$ cat config.mk
export PLATFORM = sky130hd
export DESIGN_NAME = ktwc_walk
export DESIGN_NICKNAME = d
export VERILOG_FILES = /design/src/hdl/assert_macros.svh /design/src/hdl/ktwc_pkg.sv /design/src/hdl/ktwc_walk.sv
export SDC_FILE = /design/constraint.sdc
export NUM_CORES = 1
export LEC_CHECK = 0
export ABC_CLOCK_PERIOD_IN_PS = 8500
export BUFFER_PORTS_ARGS = -buffer_cell sky130_fd_sc_hd__buf_2
export CORE_MARGIN = 3
export CORE_UTILIZATION = 30
export DETAILED_ROUTE_END_ITERATION = 10
export GPL_ROUTABILITY_DRIVEN = 0
export HOLD_SLACK_MARGIN = 0.08
export PLACE_DENSITY = 0.49
export SYNTH_ARGS = -nofsm -noshare
export SYNTH_HDL_FRONTEND = slang
export SYNTH_SLANG_ARGS = --single-unit
$ cat constraint.sdc
create_clock -name clk -period 8.5 [get_ports clk]
set_input_delay 0.425 -clock clk [delete_from_list [all_inputs] [get_ports clk]]
set_output_delay 0.425 -clock clk [all_outputs]
set_load 0.02 [all_outputs]
$ cat src/hdl/assert_macros.svh
// assertion helpers, empty under synthesis
`ifndef ASSERT_MACROS_SVH
`define ASSERT_MACROS_SVH
`ifndef SYNTHESIS
`define CHK_IMPL(label, clk, rst, a, c) \
  label: assert property (@(posedge clk) disable iff (rst) (a) |-> (c)) \
    else $error("check failed");
`define CHK_NEXT(label, clk, rst, a, c) \
  label: assert property (@(posedge clk) disable iff (rst) (a) |=> (c)) \
    else $error("check failed");
`else
`define CHK_IMPL(label, clk, rst, a, c)
`define CHK_NEXT(label, clk, rst, a, c)
`endif
`endif

$ cat src/hdl/ktwc_pkg.sv
package ktwc_pkg;
  localparam int unsigned ENTRIES_DEF = 64;
  localparam int unsigned KEY_W = 29;
  localparam logic [9:0] SEG_MASK = 10'h3FF;
  localparam logic [7:0] ID_MASK = 8'hFF;
  localparam logic [1:0] SIDE_MASK = 2'h3;
  localparam int unsigned DET_SHIFT = 11;
  localparam int unsigned PLANE_SHIFT = 19;
  localparam int unsigned SIDE_SHIFT = 27;

  localparam logic [1:0] OP_LOAD = 2'd0;
  localparam logic [1:0] OP_FWD = 2'd1;
  localparam logic [1:0] OP_REV = 2'd2;
  localparam logic [1:0] OP_NOP = 2'd3;
  localparam logic [7:0] METHOD_NONE = 8'd0;
  localparam logic [7:0] METHOD_ISQRT = 8'd1;

  typedef enum logic [3:0] {
    ST_IDLE, ST_SEARCH, ST_STORE, ST_SQRT, ST_DIV, ST_SUM, ST_OUT
  } state_t;

  typedef struct packed {
    logic start;
    logic [48:0] radicand;
    logic [47:0] dividend;
  } wk_req_t;

  typedef struct packed {
    logic done;
    logic [47:0] quotient;
  } wk_rsp_t;
endpackage

$ cat src/hdl/ktwc_walk.sv
// bit-serial square root then restoring division, two bits / one bit per cycle
module ktwc_walk
  import ktwc_pkg::*;
(
  input  logic    clk,
  input  logic    rst,
  input  wk_req_t req,
  output wk_rsp_t rsp
);
  logic [49:0] rad;
  logic [25:0] root;
  logic [27:0] rem_s;
  logic [47:0] dvd;
  logic [48:0] rem_d;
  logic [5:0] cnt;
  logic phase;
  logic busy;
  logic [27:0] trial_s;
  logic [48:0] shift_d;

  assign trial_s = {rem_s[25:0], rad[49:48]} - {root, 2'b01};
  assign shift_d = {rem_d[47:0], dvd[47]};

  always_ff @(posedge clk) begin
    if (rst) begin
      busy <= 1'b0;
      rsp.done <= 1'b0;
    end else begin
      rsp.done <= 1'b0;
      if (req.start) begin
        busy <= 1'b1;
        phase <= 1'b0;
        cnt <= 6'd24;
        rad <= {1'b0, req.radicand};
        root <= '0;
        rem_s <= '0;
        dvd <= req.dividend;
        rem_d <= '0;
      end else if (busy && !phase) begin
        rad <= {rad[47:0], 2'b00};
        if (!trial_s[27]) begin
          rem_s <= trial_s;
          root <= {root[24:0], 1'b1};
        end else begin
          rem_s <= {rem_s[25:0], rad[49:48]};
          root <= {root[24:0], 1'b0};
        end
        if (cnt == 6'd0) begin
          phase <= 1'b1;
          cnt <= 6'd47;
        end else begin
          cnt <= cnt - 6'd1;
        end
      end else if (busy) begin
        dvd <= {dvd[46:0], 1'b0};
        if (shift_d >= {23'd0, root}) begin
          rem_d <= shift_d - {23'd0, root};
          rsp.quotient <= {rsp.quotient[46:0], 1'b1};
        end else begin
          rem_d <= shift_d;
          rsp.quotient <= {rsp.quotient[46:0], 1'b0};
        end
        if (cnt == 6'd0) begin
          busy <= 1'b0;
          rsp.done <= 1'b1;
        end else begin
          cnt <= cnt - 6'd1;
        end
      end
    end
  end
endmodule

# After elaboration in Yosys (flattened, before gate mapping)
# Cells that the tools add are included.
[word_totals]
reg_bits = 255
out_inout_bits = 49
[classes]
n_mux = 24
eq_ne = 2
n_bitwise = 4
n_lt_le_gt_ge = 1
add_sub_neg = 3
reduce_logical = 13
[op_table]
columns = ["operator", "n"]
rows = [
  ["48-bit two-way mux", 6],
  ["26-bit two-way mux", 3],
  ["50-bit two-way mux", 1],
  ["49-bit by 26-bit greater-or-equal comparator with 1-bit output", 1],
  ["49-bit two-way mux", 1],
  ["48-bit by 26-bit subtractor with 48-bit output", 1],
  ["28-bit subtractor", 1],
  ["6-bit two-way mux", 4],
  ["1-bit two-way mux", 9],
  ["3-bit AND reduction", 3],
  ["6-bit zero test", 1],
  ["2-bit nonzero test", 3],
  ["6-bit by 1-bit subtractor with 6-bit output, second input constant", 1],
  ["1-bit inverter", 4],
  ["4-bit AND reduction", 1],
  ["4-bit OR reduction", 1],
  ["3-bit inequality test, second input constant", 1],
  ["3-bit nonzero test", 1],
  ["2-bit inequality test, second input constant", 1],
  ["2-bit AND reduction", 1],
  ["1-bit logical AND", 1],
  ["1-bit zero test", 1],
]

# Longest topological paths before layout
# Gate-level depths: netlist of the first run.
[logic_depth]
ltp_word = 5
ltp_mapped = 14
depth_no_buf = 12

# Worst setup path after synthesis of the first run
# No wires, ideal clock.
[synth_timing]
kind = "input to register"
from = "input port req[97] (netlist name)"
to = "register dvd[0] (enable)"
path_stages = 5
path_buffers = 3
slack_ps = 2189
arrival_time_ps = 5728
path_cell_list = "clkbuf_1 -> inv_1 -> clkbuf_1 -> clkbuf_1 -> a21oi_1"
[synth_between]
elab_chain_len = 2
elab_cells_between_ends = 3
classes_between = "1 x eq/ne; 2 x reduce/logical"
[synth_rtl]
columns = ["element", "line_no", "rtl"]
rows = [
  ["start, declared", "ktwc_walk.sv:7", "input wk_req_t req,"],
  ["2-bit inequality test (no line) / 2-bit nonzero test (equally long branches)", "n/a", ""],
  ["3-bit AND reduction (no line) (*)", "n/a", ""],
  ["end signal, assigned", "ktwc_walk.sv:37", "dvd <= req.dividend;"],
  ["end signal, assigned", "ktwc_walk.sv:55", "dvd <= {dvd[46:0], 1'b0};"],
  ["end, declared", "ktwc_walk.sv:13", "logic [47:0] dvd;"],
]
# Every way passes the cells marked *; elsewhere a longest branch is shown, timed or not.
# A chain may end at the register's enable or synchronous reset.

# Worst setup path in the final report of the first run
[layout_timing]
from = "register rem_d[35]"
to = "register rem_d[35] (data pin)"
[layout_between]
elab_chain_len = 4
[layout_rtl]
columns = ["element", "line_no", "rtl"]
rows = [
  ["start, declared", "ktwc_walk.sv:14", "logic [48:0] rem_d;"],
  ["start signal, assigned", "ktwc_walk.sv:57", "rem_d <= shift_d - {23'd0, root};"],
  ["start signal, assigned", "ktwc_walk.sv:60", "rem_d <= shift_d;"],
  ["49-bit by 26-bit greater-or-equal comparator with 1-bit output", "ktwc_walk.sv:56", "if (shift_d >= {23'd0, root}) begin"],
  ["48-bit two-way mux", "ktwc_walk.sv:56", ""],
  ["48-bit two-way mux", "ktwc_walk.sv:54", "end else if (busy) begin"],
  ["48-bit two-way mux", "ktwc_walk.sv:39", "end else if (busy && !phase) begin"],
]
# No other way between the ends. The select of a mux whose other input is x is not followed.

==> impl_metrics.csv, run 1 <==
group,metric,value,unit
run_status,status,"finished, final reports clean",
sta,min_period_over_period,0.599,
cts,htreeDepth,1,
global_route,grt_pass1_wl,47.0,mm
global_route,track_usage,0.119,
power_and_ir_drop,p_int,0.00251,W
yosys,synth.net_count,1267,
cts,cts-buffers-inserted,30,
power_and_ir_drop,swShare,0.257,
setup_path,critPathKind,"reg2reg",
cts,cts_resized,0,
die,core_area,44300,um2
global_route,antenna_found_initial,10,
setup_path,end_kind,"flop",
sta,relSlewSlack,0.245,
yosys,synth_compound_area_frac,0.0985,
detailed_routing,drc_errors,0,
yosys,synth_top_family_by_area,"simple AND/OR/NAND/NOR gates",
sta,setup_tns,0,ns
min_path,hold_depth,2,
yosys,synthXorXnorAreaFrac,0.0305,
power_and_ir_drop,seqPwrFrac,0.447,
detailed_routing,vias,9022,
cts,postCtsHoldBufs,0,
detailed_routing,drt-initial-drc-count,446,
detailed_routing,firstDrtPassIters,5,
place,port_buffers,148,
setup_path,worstPathMaxFanout,40,
place,place_hpwl,19.5,mm
job,drv_cap,0,
die,io_pins,149,
yosys,synthAdderAreaFrac,0.0515,
cts,clkSinkCount,255,
yosys,muxShareOfSynthArea,0.104,
final_layout,final_common_cell,"edfxtp_1",
place,dp_slack,3.41,ns
final_layout,final_cell_mix,"edfxtp_1, buf_2, mux2_2",
sta,fmax,0.196,GHz
yosys,ys_types,68,
sta,min_period,5.09,ns
final_layout,area_growth,18.0,%
sta,skew,0.0152,ns
cts,clk_pin_slew_worst_paths,0.06,ns
global_route,grt_max_degree,81,
power_and_ir_drop,ir_worst_vdd,0.164,mV
sta,setup_viol,0,
cts,cts_root_buf,"clkbuf_16",
die,start_util,0.305,
die,die_w,218,um
cts,post-cts-setup-buffer-count,0,
power_and_ir_drop,power_frac_comb,0.160,
yosys,avgSynthCellArea,12.1,um2
sta,slew_violations,0,
yosys,yosysWarnings,0,
detailed_routing,wirelength,28.9,mm
global_route,grt_pass1_vias,8945,
yosys,synthSimpleGateAreaFrac,0.123,
cts,clk_latency,0.57,ns
yosys,synth-seq-cells,255,
setup_path,cp.required,8.79,ns
final_layout,layout.nets,1414,
yosys,synthFlopType,"edfxtp_1",
sta,grt_setup_unrepaired,"no",
final_layout,regArea,7640,um2
power_and_ir_drop,p_sw,0.000871,W
setup_path,start_kind,"flop",
yosys,async_flop_share,0,
power_and_ir_drop,power.share.clock,0.393,
yosys,netlist_area,13500,um2
sta,final-hold-violation-count,0,
yosys,syn_inst,1112,
die,die_h,218,um
yosys,seq_area_frac_synth,0.565,
min_path,hp-class,"in2reg",
final_layout,n_fill_cell,4431,
sta,worstMarginPinSlew,1.13,ns
detailed_routing,ant_nets,0,
die,row_count,77,
die,dieArea,47600,um2
setup_path,arrival,5.39,ns
power_and_ir_drop,powerDensity,212,nW/um2
final_layout,multi_input_area,5540,um2
detailed_routing,wl_per_cell,15.4,um
setup_path,r2r_cells,10,
sta,setup_ws,3.41,ns
cts,cts.path.max_buffers,3,
final_layout,drive_gt1_frac,0.268,
power_and_ir_drop,p_leak,5.96,nW
detailed_routing,routed_via_density,4.80,
setup_path,r2r_slack,3.41,ns
cts,cts_tree,"done",
yosys,synth-edff-count,253,
global_route,grt_overflow,0,
[stage by stage]
stage,hold WS (ns),area [um2],std cells,power [W],utilization
CTS,0.102,15900,1875,0.00344,0.359
global route,0.120,15900,1877,0.00356,0.359
finish,0.137,15900,1878,0.00339,0.360
floorplan,0.488,13500,1112,0.00196,-
detailed placement,0.428,14900,1819,0.00209,0.336
global placement,0.428,14900,1819,0.00208,0.336
[cell families after synthesis]
family | count (synthesis)
mux | 126
fa+ha+maj | 55
xor+xnor | 47
flops | 255
compound gates | 201
buf+inv | 87
simple gates | 341
[worst paths after layout]
path                            startpoint   endpoint
worst max-delay path             rem_d[35]  rem_d[35]
worst min-delay path               req[49]     rad[1]
worst max register to register   rem_d[35]  rem_d[35]
worst min register to register     rsp[24]    rsp[25]
[cell type report]
| cell class | count | share of cell area |
|---|---|---|
| Sequential cell | 255 | 0.479 |
| Multi-Input combinational cell | 770 | 0.348 |
| Timing Repair Buffer | 157 | 0.0513 |
| Clock buffer | 37 | 0.0500 |
| Tap cell | 592 | 0.0465 |
| Clock inverter | 19 | 0.0140 |
| Inverter | 45 | 0.0106 |
| Antenna cell | 3 | 0.000471 |
[sequential cells by signal, summed over array words and instances, names as in the netlist]
signal	cells
rad	50
rsp	49
dvd	48
rem_d	48
rem_s	26
root	26
cnt	6
busy	1
phase	1
[Yosys cell counts, drive strengths merged, types with 2 or more instances]
library cell	instances	share of area
nand3	16	0.0059
o211ai	11	0.0061
o21ai	27	0.010
mux2	113	0.094
ha	54	0.050
nand2	82	0.023
or4	14	0.0081
and3	5	0.0023
nor2	112	0.031
or3	15	0.0073
a211oi	15	0.011
nor2b	24	0.011
o21a	8	0.0044
and2	8	0.0037
inv	45	0.013
o22ai	2	0.00093
a21o	15	0.0083
o31ai	9	0.0060
nor3b	2	0.0011
nor4b	3	0.0019
edfxtp	253	0.56
o21bai	6	0.0033
a211o	3	0.0026
xor2	23	0.015
mux2i	13	0.0096
clkbuf	29	0.0081
nor4	7	0.0032
nor3	20	0.0082
xnor2	24	0.016
nand2b	13	0.0060
a31oi	6	0.0028
nand4	12	0.0056
buf	13	0.0060
o31a	2	0.0013
or4b	2	0.0018
a21boi	5	0.0028
dfxtp	2	0.0030
a31o	3	0.0019
a21oi	78	0.029
or2	3	0.0014
[power by group through the flow]
stage | Clock [W] | Sequential [W] | Combinational (W)
floorplan | 0 | 0.00154 | 0.000419
global placement | 0 | 0.00154 | 0.000542
detailed placement | 0 | 0.00154 | 0.000547
CTS | 0.00138 | 0.00151 | 0.000550
global route | 0.00143 | 0.00152 | 0.000613
finish | 0.00133 | 0.00151 | 0.000542
[per-layer routing]
layer | GRT usage | routed length (um) | vias up
li1 | - | - | 4457
met1 | 0.167 | 13700 | 4286
met2 | 0.181 | 12400 | 206
met3 | 0.0387 | 2070 | 59
met4 | 0.0261 | 640 | 14
met5 | 0 | 92 | -
[worst max-delay path, stage by stage (launching register included)]
cell	delay, ns
edfxtp_1	0.44
or4_4	0.57
or4b_4	0.53
or3_1	0.35
or3_4	0.35
a211o_4	0.35
nor3_4	0.91
inv_2	0.64
nand3_1	0.43
xor2_1	0.18
nor2_1	0.05
No activity file was read; power rests on OpenSTA's default activity.
==> inputs of run 2 (changes only) <==
--- a/config.mk
+++ b/config.mk
@@ -5,7 +5,7 @@
 export SDC_FILE = /design/constraint.sdc
 export NUM_CORES = 1
 export LEC_CHECK = 0
-export ABC_CLOCK_PERIOD_IN_PS = 8500
+export ABC_CLOCK_PERIOD_IN_PS = 4900
 export BUFFER_PORTS_ARGS = -buffer_cell sky130_fd_sc_hd__buf_2
 export CORE_MARGIN = 3
 export CORE_UTILIZATION = 30
==> constraint.sdc (replaced) <==
create_clock -name clk -period 4.9 [get_ports clk]
set_input_delay 0.245 -clock clk [delete_from_list [all_inputs] [get_ports clk]]
set_output_delay 0.245 -clock clk [all_outputs]
set_load 0.02 [all_outputs]
==> run 2 against run 1 <==
Non-clock buffer count increased by 99. Final area up 6.1%. First-iteration DRC count grew 9.2%. Sequential share of layout area down 2.8 points. Largest cell class unchanged. Clock power is 68% higher. Utilization grew 2.2 points. Global-route usage grew 0.57 points. Critical path depth is the same. Combinational power is 86% higher. Count of clock-buffer cells in the layout shrank 2.
==> impl_metrics.csv, run 2 (same netlist as run 1, synthesis figures left out) <==
group,metric,value,unit
detailed_routing,wl_per_cell,15.1,um
power_and_ir_drop,powerDensity,347,nW/um2
final_layout,layout.nets,1513,
detailed_routing,firstDrtPassIters,4,
final_layout,drive_gt1_frac,0.247,
sta,fmax,0.248,GHz
setup_path,cp.required,5.19,ns
final_layout,n_fill_cell,4321,
sta,min_period_over_period,0.824,
die,row_count,77,
power_and_ir_drop,p_leak,6.37,nW
final_layout,largest_registers,"rad x50, rsp x49",
sta,grt_setup_unrepaired,"no",
final_layout,largest_reg_flops,50,
sta,slew_violations,0,
cts,clk_pin_slew_worst_paths,0.06,ns
cts,clkSinkCount,255,
final_layout,final_cell_mix,"edfxtp_1, buf_2, mux2_2",
power_and_ir_drop,ir_worst_vdd,0.222,mV
final_layout,utilization,0.381,
global_route,track_usage,0.125,
setup_path,arrival,4.33,ns
sta,setup_viol,0,
global_route,antenna_found_initial,0,
global_route,grt_overflow,0,
die,io_pins,149,
global_route,grt_pass1_wl,49.7,mm
detailed_routing,routed_via_density,4.76,
sta,skew,0.0273,ns
setup_path,path_cells,"or4_4 -> or4b_4 -> or3_1 -> or3_4 -> a211o_4 -> nor3_4 -> inv_2 -> nand3_1 -> xor2_1 -> nor2_1",
final_layout,top_register,"rad",
cts,cts_tree,"done",
place,dp.cells,1820,
setup_path,worst-path-buf-inv,1,
die,dieArea,47600,um2
final_layout,area_growth,25.2,%
detailed_routing,wirelength,29.9,mm
die,die_w,218,um
power_and_ir_drop,swShare,0.254,
die,die_h,218,um
sta,worstMarginPinSlew,0.968,ns
global_route,grt_max_degree,175,
cts,clk_latency,0.57,ns
place,port_buffers,148,
setup_path,end_kind,"flop",
run_status,status,"finished, final reports clean",
cts,cts_root_buf,"clkbuf_16",
power_and_ir_drop,power.share.clock,0.381,
final_layout,instances_no_fill,1974,
sta,min_period,4.04,ns
power_and_ir_drop,seqPwrFrac,0.447,
detailed_routing,vias,9391,
detailed_routing,ant_nets,0,
cts,htreeDepth,1,
setup_path,r2r_slack,0.86,ns
power_and_ir_drop,p_sw,0.00149,W
global_route,grt_pass1_vias,9658,
sta,setup_tns,0,ns
detailed_routing,drc_errors,0,
cts,cts-buffers-inserted,30,
final_layout,regArea,7640,um2
setup_path,max_stage_delay,0.56,ns
setup_path,cp_slowest_cell,"or4_4",
final_layout,multi_input_area,5540,um2
cts,cts.path.max_buffers,3,
sta,hold_slack,0.189,ns
setup_path,worstPathMaxFanout,40,
min_path,hold_depth,2,
setup_path,crit_family,"simple AND/OR/NAND/NOR gates",
final_layout,final_common_cell,"edfxtp_1",
place,place_hpwl,19.2,mm
power_and_ir_drop,power_frac_comb,0.172,
power_and_ir_drop,p_int,0.00438,W
cts,cts_resized,0,
setup_path,critPathKind,"reg2reg",
job,drv_cap,0,
detailed_routing,drt-initial-drc-count,487,
setup_path,r2r_cells,10,
setup_path,cp.depth,10,
min_path,hp-class,"in2reg",
setup_path,start_kind,"flop",
final_layout,diodes,0,
sta,relSlewSlack,0.355,
die,core_area,44300,um2
sta,final-hold-violation-count,0,
die,start_util,0.305,
==> run 2: cell types whose count changed in the layout (fill, tap and decap cells not counted), moves of 2 or more <==
cell | previous run | this run
dlygate4sd3_1 | 0 | 98
clkinv_1 | 5 | 8
clkinv_2 | 2 | 5
diode_2 | 3 | 0
buf_12 | 0 | 2
clkbuf_8 | 3 | 1
clkinvlp_4 | 3 | 1
==> run 2: layout make-up <==
cell class | instances | area share
Clock buffer | 35 | 0.0455
Timing Repair Buffer | 256 | 0.108
Sequential cell | 255 | 0.452
Tap cell | 592 | 0.0438
Inverter | 45 | 0.00999
Clock inverter | 21 | 0.0128
Multi-Input combinational cell | 770 | 0.328
==> run 2: worst reg2reg max path: stages, from the launching register on <==
cell,delay [ns]
edfxtp_1,0.44
or4_4,0.57
or4b_4,0.53
or3_1,0.36
or3_4,0.36
a211o_4,0.36
nor3_4,0.19
inv_2,0.35
nand3_1,0.37
xor2_1,0.19
nor2_1,0.06
==> run 2: layer usage <==
metal	GRT usage	routed length (um)
met2	0.205	13600
met1	0.172	14000
met5	0	0
met4	0.0237	507
met3	0.0271	1710
==> run 2: power groups by stage <==
| stage | combinational, W | clock (W) | sequential, W |
|---|---|---|---|
| finish | 0.00101 | 0.00224 | 0.00262 |
| global route | 0.00114 | 0.00240 | 0.00264 |
| CTS | 0.00102 | 0.00232 | 0.00263 |
| detailed placement | 0.000955 | 0 | 0.00267 |
| global placement | 0.000947 | 0 | 0.00267 |
| floorplan | 0.000728 | 0 | 0.00266 |
==> run 2: metrics by stage <==
step / cell area, um2 / total power, W / setup slack (ns)
3_3_place_gp: 14900 / 0.00362 / 0.949
3_5_place_dp: 14900 / 0.00362 / 0.884
5_1_grt: 16900 / 0.00618 / 0.677
2_1_floorplan: 13500 / 0.00339 / 0.393
6_report: 16900 / 0.00587 / 0.861
4_1_cts: 16900 / 0.00597 / 0.873
==> run 2: timing repair <==
action | 4_1_cts | 5_1_grt
buffers inserted | 0 | 0
hold buffers | 98 | 0
endpoints found under the hold margin | 98 | 0
==> run 2: final timing paths <==
check / start / endpoint
max: rem_d[35] / rem_d[35]
min: req[97] / root[10]
max reg2reg: rem_d[35] / rem_d[35]
min reg2reg: rsp[43] / rsp[44]
==> inputs of run 3 (changes only) <==
--- a/config.mk
+++ b/config.mk
@@ -5,7 +5,7 @@
 export SDC_FILE = /design/constraint.sdc
 export NUM_CORES = 1
 export LEC_CHECK = 0
-export ABC_CLOCK_PERIOD_IN_PS = 4900
+export ABC_CLOCK_PERIOD_IN_PS = 3880
 export BUFFER_PORTS_ARGS = -buffer_cell sky130_fd_sc_hd__buf_2
 export CORE_MARGIN = 3
 export CORE_UTILIZATION = 30
==> constraint.sdc (replaced) <==
create_clock -name clk -period 3.88 [get_ports clk]
set_input_delay 0.194 -clock clk [delete_from_list [all_inputs] [get_ports clk]]
set_output_delay 0.194 -clock clk [all_outputs]
set_load 0.02 [all_outputs]
==> run 3 against run 2 <==
Sequential power is 26% higher. Non-clock buffer count is 14 higher. Combinational power is 30% higher. Count of clock-buffer cells in the layout rose by 4. Flip-flop and latch count stayed put. Clock power rose by 30%. Critical path type unchanged. Critical endpoint unchanged. Highest routed layer unchanged.
==> impl_metrics.csv, run 3 (same netlist as run 1, synthesis figures left out) <==
group,metric,value,unit
detailed_routing,ant_nets,0,
die,dieArea,47600,um2
sta,slew_violations,0,
final_layout,top_register,"rad",
final_layout,largest_registers,"rad x50, rsp x49",
power_and_ir_drop,p_leak,6.47,nW
power_and_ir_drop,p_int,0.00561,W
die,core_area,44300,um2
global_route,track_usage,0.124,
setup_path,cp.required,4.20,ns
cts,clk_pin_slew_worst_paths,0.06,ns
power_and_ir_drop,ir_worst_vdd,0.406,mV
final_layout,layout.nets,1527,
power_and_ir_drop,p_sw,0.00193,W
detailed_routing,wirelength,29.8,mm
detailed_routing,wl_per_cell,15.0,um
sta,skew,0.0399,ns
final_layout,final_cell_mix,"edfxtp_1, buf_2, mux2_2",
cts,htreeDepth,1,
power_and_ir_drop,powerDensity,441,nW/um2
sta,min_period,3.70,ns
detailed_routing,routed_via_density,4.79,
job,drv_cap,0,
power_and_ir_drop,power.share.clock,0.388,
place,port_buffers,148,
setup_path,start_kind,"flop",
final_layout,n_fill_cell,4267,
sta,worstMarginPinSlew,0.844,ns
sta,final-hold-violation-count,0,
cts,cts_tree,"done",
detailed_routing,drc_errors,0,
global_route,grt_pass1_wl,49.3,mm
sta,fmax,0.270,GHz
cts,clkSinkCount,255,
sta,grt_setup_unrepaired,"no",
detailed_routing,firstDrtPassIters,5,
die,start_util,0.305,
final_layout,diodes,0,
place,place_hpwl,20.2,mm
power_and_ir_drop,power_frac_comb,0.173,
sta,hold_slack,0.301,ns
min_path,hp-class,"in2reg",
sta,relSlewSlack,0.437,
setup_path,worstPathMaxFanout,14,
power_and_ir_drop,seqPwrFrac,0.439,
run_status,status,"finished, final reports clean",
final_layout,drive_gt1_frac,0.258,
cts,cts-buffers-inserted,30,
setup_path,end_kind,"flop",
final_layout,post-route-cell-area,17100,um2
place,dp.cells,1833,
die,row_count,77,
cts,cts.path.max_buffers,3,
global_route,grt_overflow,0,
global_route,antenna_found_initial,0,
global_route,grt_max_degree,84,
place,dpl_cell_area,15100,um2
final_layout,multi_input_area,5550,um2
die,io_pins,149,
sta,setup_tns,0,ns
power_and_ir_drop,swShare,0.256,
die,die_w,218,um
final_layout,area_growth,26.6,%
final_layout,regArea,7640,um2
sta,min_period_over_period,0.953,
sta,setup_viol,0,
detailed_routing,vias,9517,
die,die_h,218,um
setup_path,critPathKind,"reg2reg",
detailed_routing,drt-initial-drc-count,474,
setup_path,arrival,4.02,ns
final_layout,instances_no_fill,1988,
cts,clk_latency,0.59,ns
final_layout,largest_reg_flops,50,
cts,cts_root_buf,"clkbuf_16",
global_route,grt_pass1_vias,9741,
final_layout,final_common_cell,"edfxtp_1",
[run 3: cell types whose count changed in the layout (fill, tap and decap cells not counted), sizes merged]
cell and change:
buf +14, clkbuf +4, clkinv -6, clkinvlp +1
inv +1
[run 3: repair_timing]
action,4_1_cts,5_1_grt
setup buffers,0,1
endpoints found under the setup margin,0,8
hold buffers,98,0
hold endpoints to repair,99,0
resized for setup,0,3
[run 3: metal layers]
layer / vias to the layer above / routed length (um) / global-route usage
li1: 4677 / - / -
met1: 4597 / 14100 / 0.168
met2: 197 / 13600 / 0.207
met3: 46 / 1490 / 0.0256
met4: 0 / 602 / 0.0278
met5: - / 0 / 0
[run 3: metrics by stage]
| step | power (W) | setup slack, ns | util |
|---|---|---|---|
| 2_1_floorplan | 0.00428 | 0.178 | - |
| 3_3_place_gp | 0.00459 | 0.185 | 0.340 |
| 3_5_place_dp | 0.00460 | 0.159 | 0.340 |
| 4_1_cts | 0.00766 | 0.138 | 0.385 |
| 5_1_grt | 0.00792 | 0.0161 | 0.386 |
| 6_report | 0.00754 | 0.180 | 0.386 |
[run 3: worst paths after layout]
kind / from / end / slack [ns] / cells after the start
max: rem_d[35] / rem_d[35] / 0.18 / 10
min: req[97] / rad[49] / 0.30 / 2
max reg2reg: rem_d[35] / rem_d[35] / 0.18 / 10
min reg2reg: rsp[16] / rsp[17] / 0.44 / 0
[run 3: power by group through the flow]
stage                     combinational (W)  sequential [W]  clock, W
final                               0.00131         0.00331   0.00292
after CTS                           0.00132         0.00331   0.00303
after floorplan                    0.000920         0.00336         0
after detailed placement            0.00124         0.00337         0
after global routing                0.00147         0.00333   0.00312
after global placement              0.00122         0.00337         0
[run 3: critical path, stage by stage (launching register included)]
cell and delay [ns]:
edfxtp_1 0.43, or4_4 0.57, or4b_4 0.52, or3_1 0.36
or3_4 0.36, a211o_4 0.36, nor3_4 0.20, inv_4 0.13
nand3_1 0.25, xor2_1 0.18, nor2_1 0.06
[run 3: final cells by class]
| cell class | count | share of cell area |
|---|---|---|
| clock buffers | 39 | 0.0471 |
| clock inverters | 17 | 0.0133 |
| inverters | 45 | 0.0100 |
| multi-input cells | 770 | 0.325 |
| flip-flops and latches | 255 | 0.447 |
| well taps | 592 | 0.0433 |
| repair buffers | 270 | 0.115 |
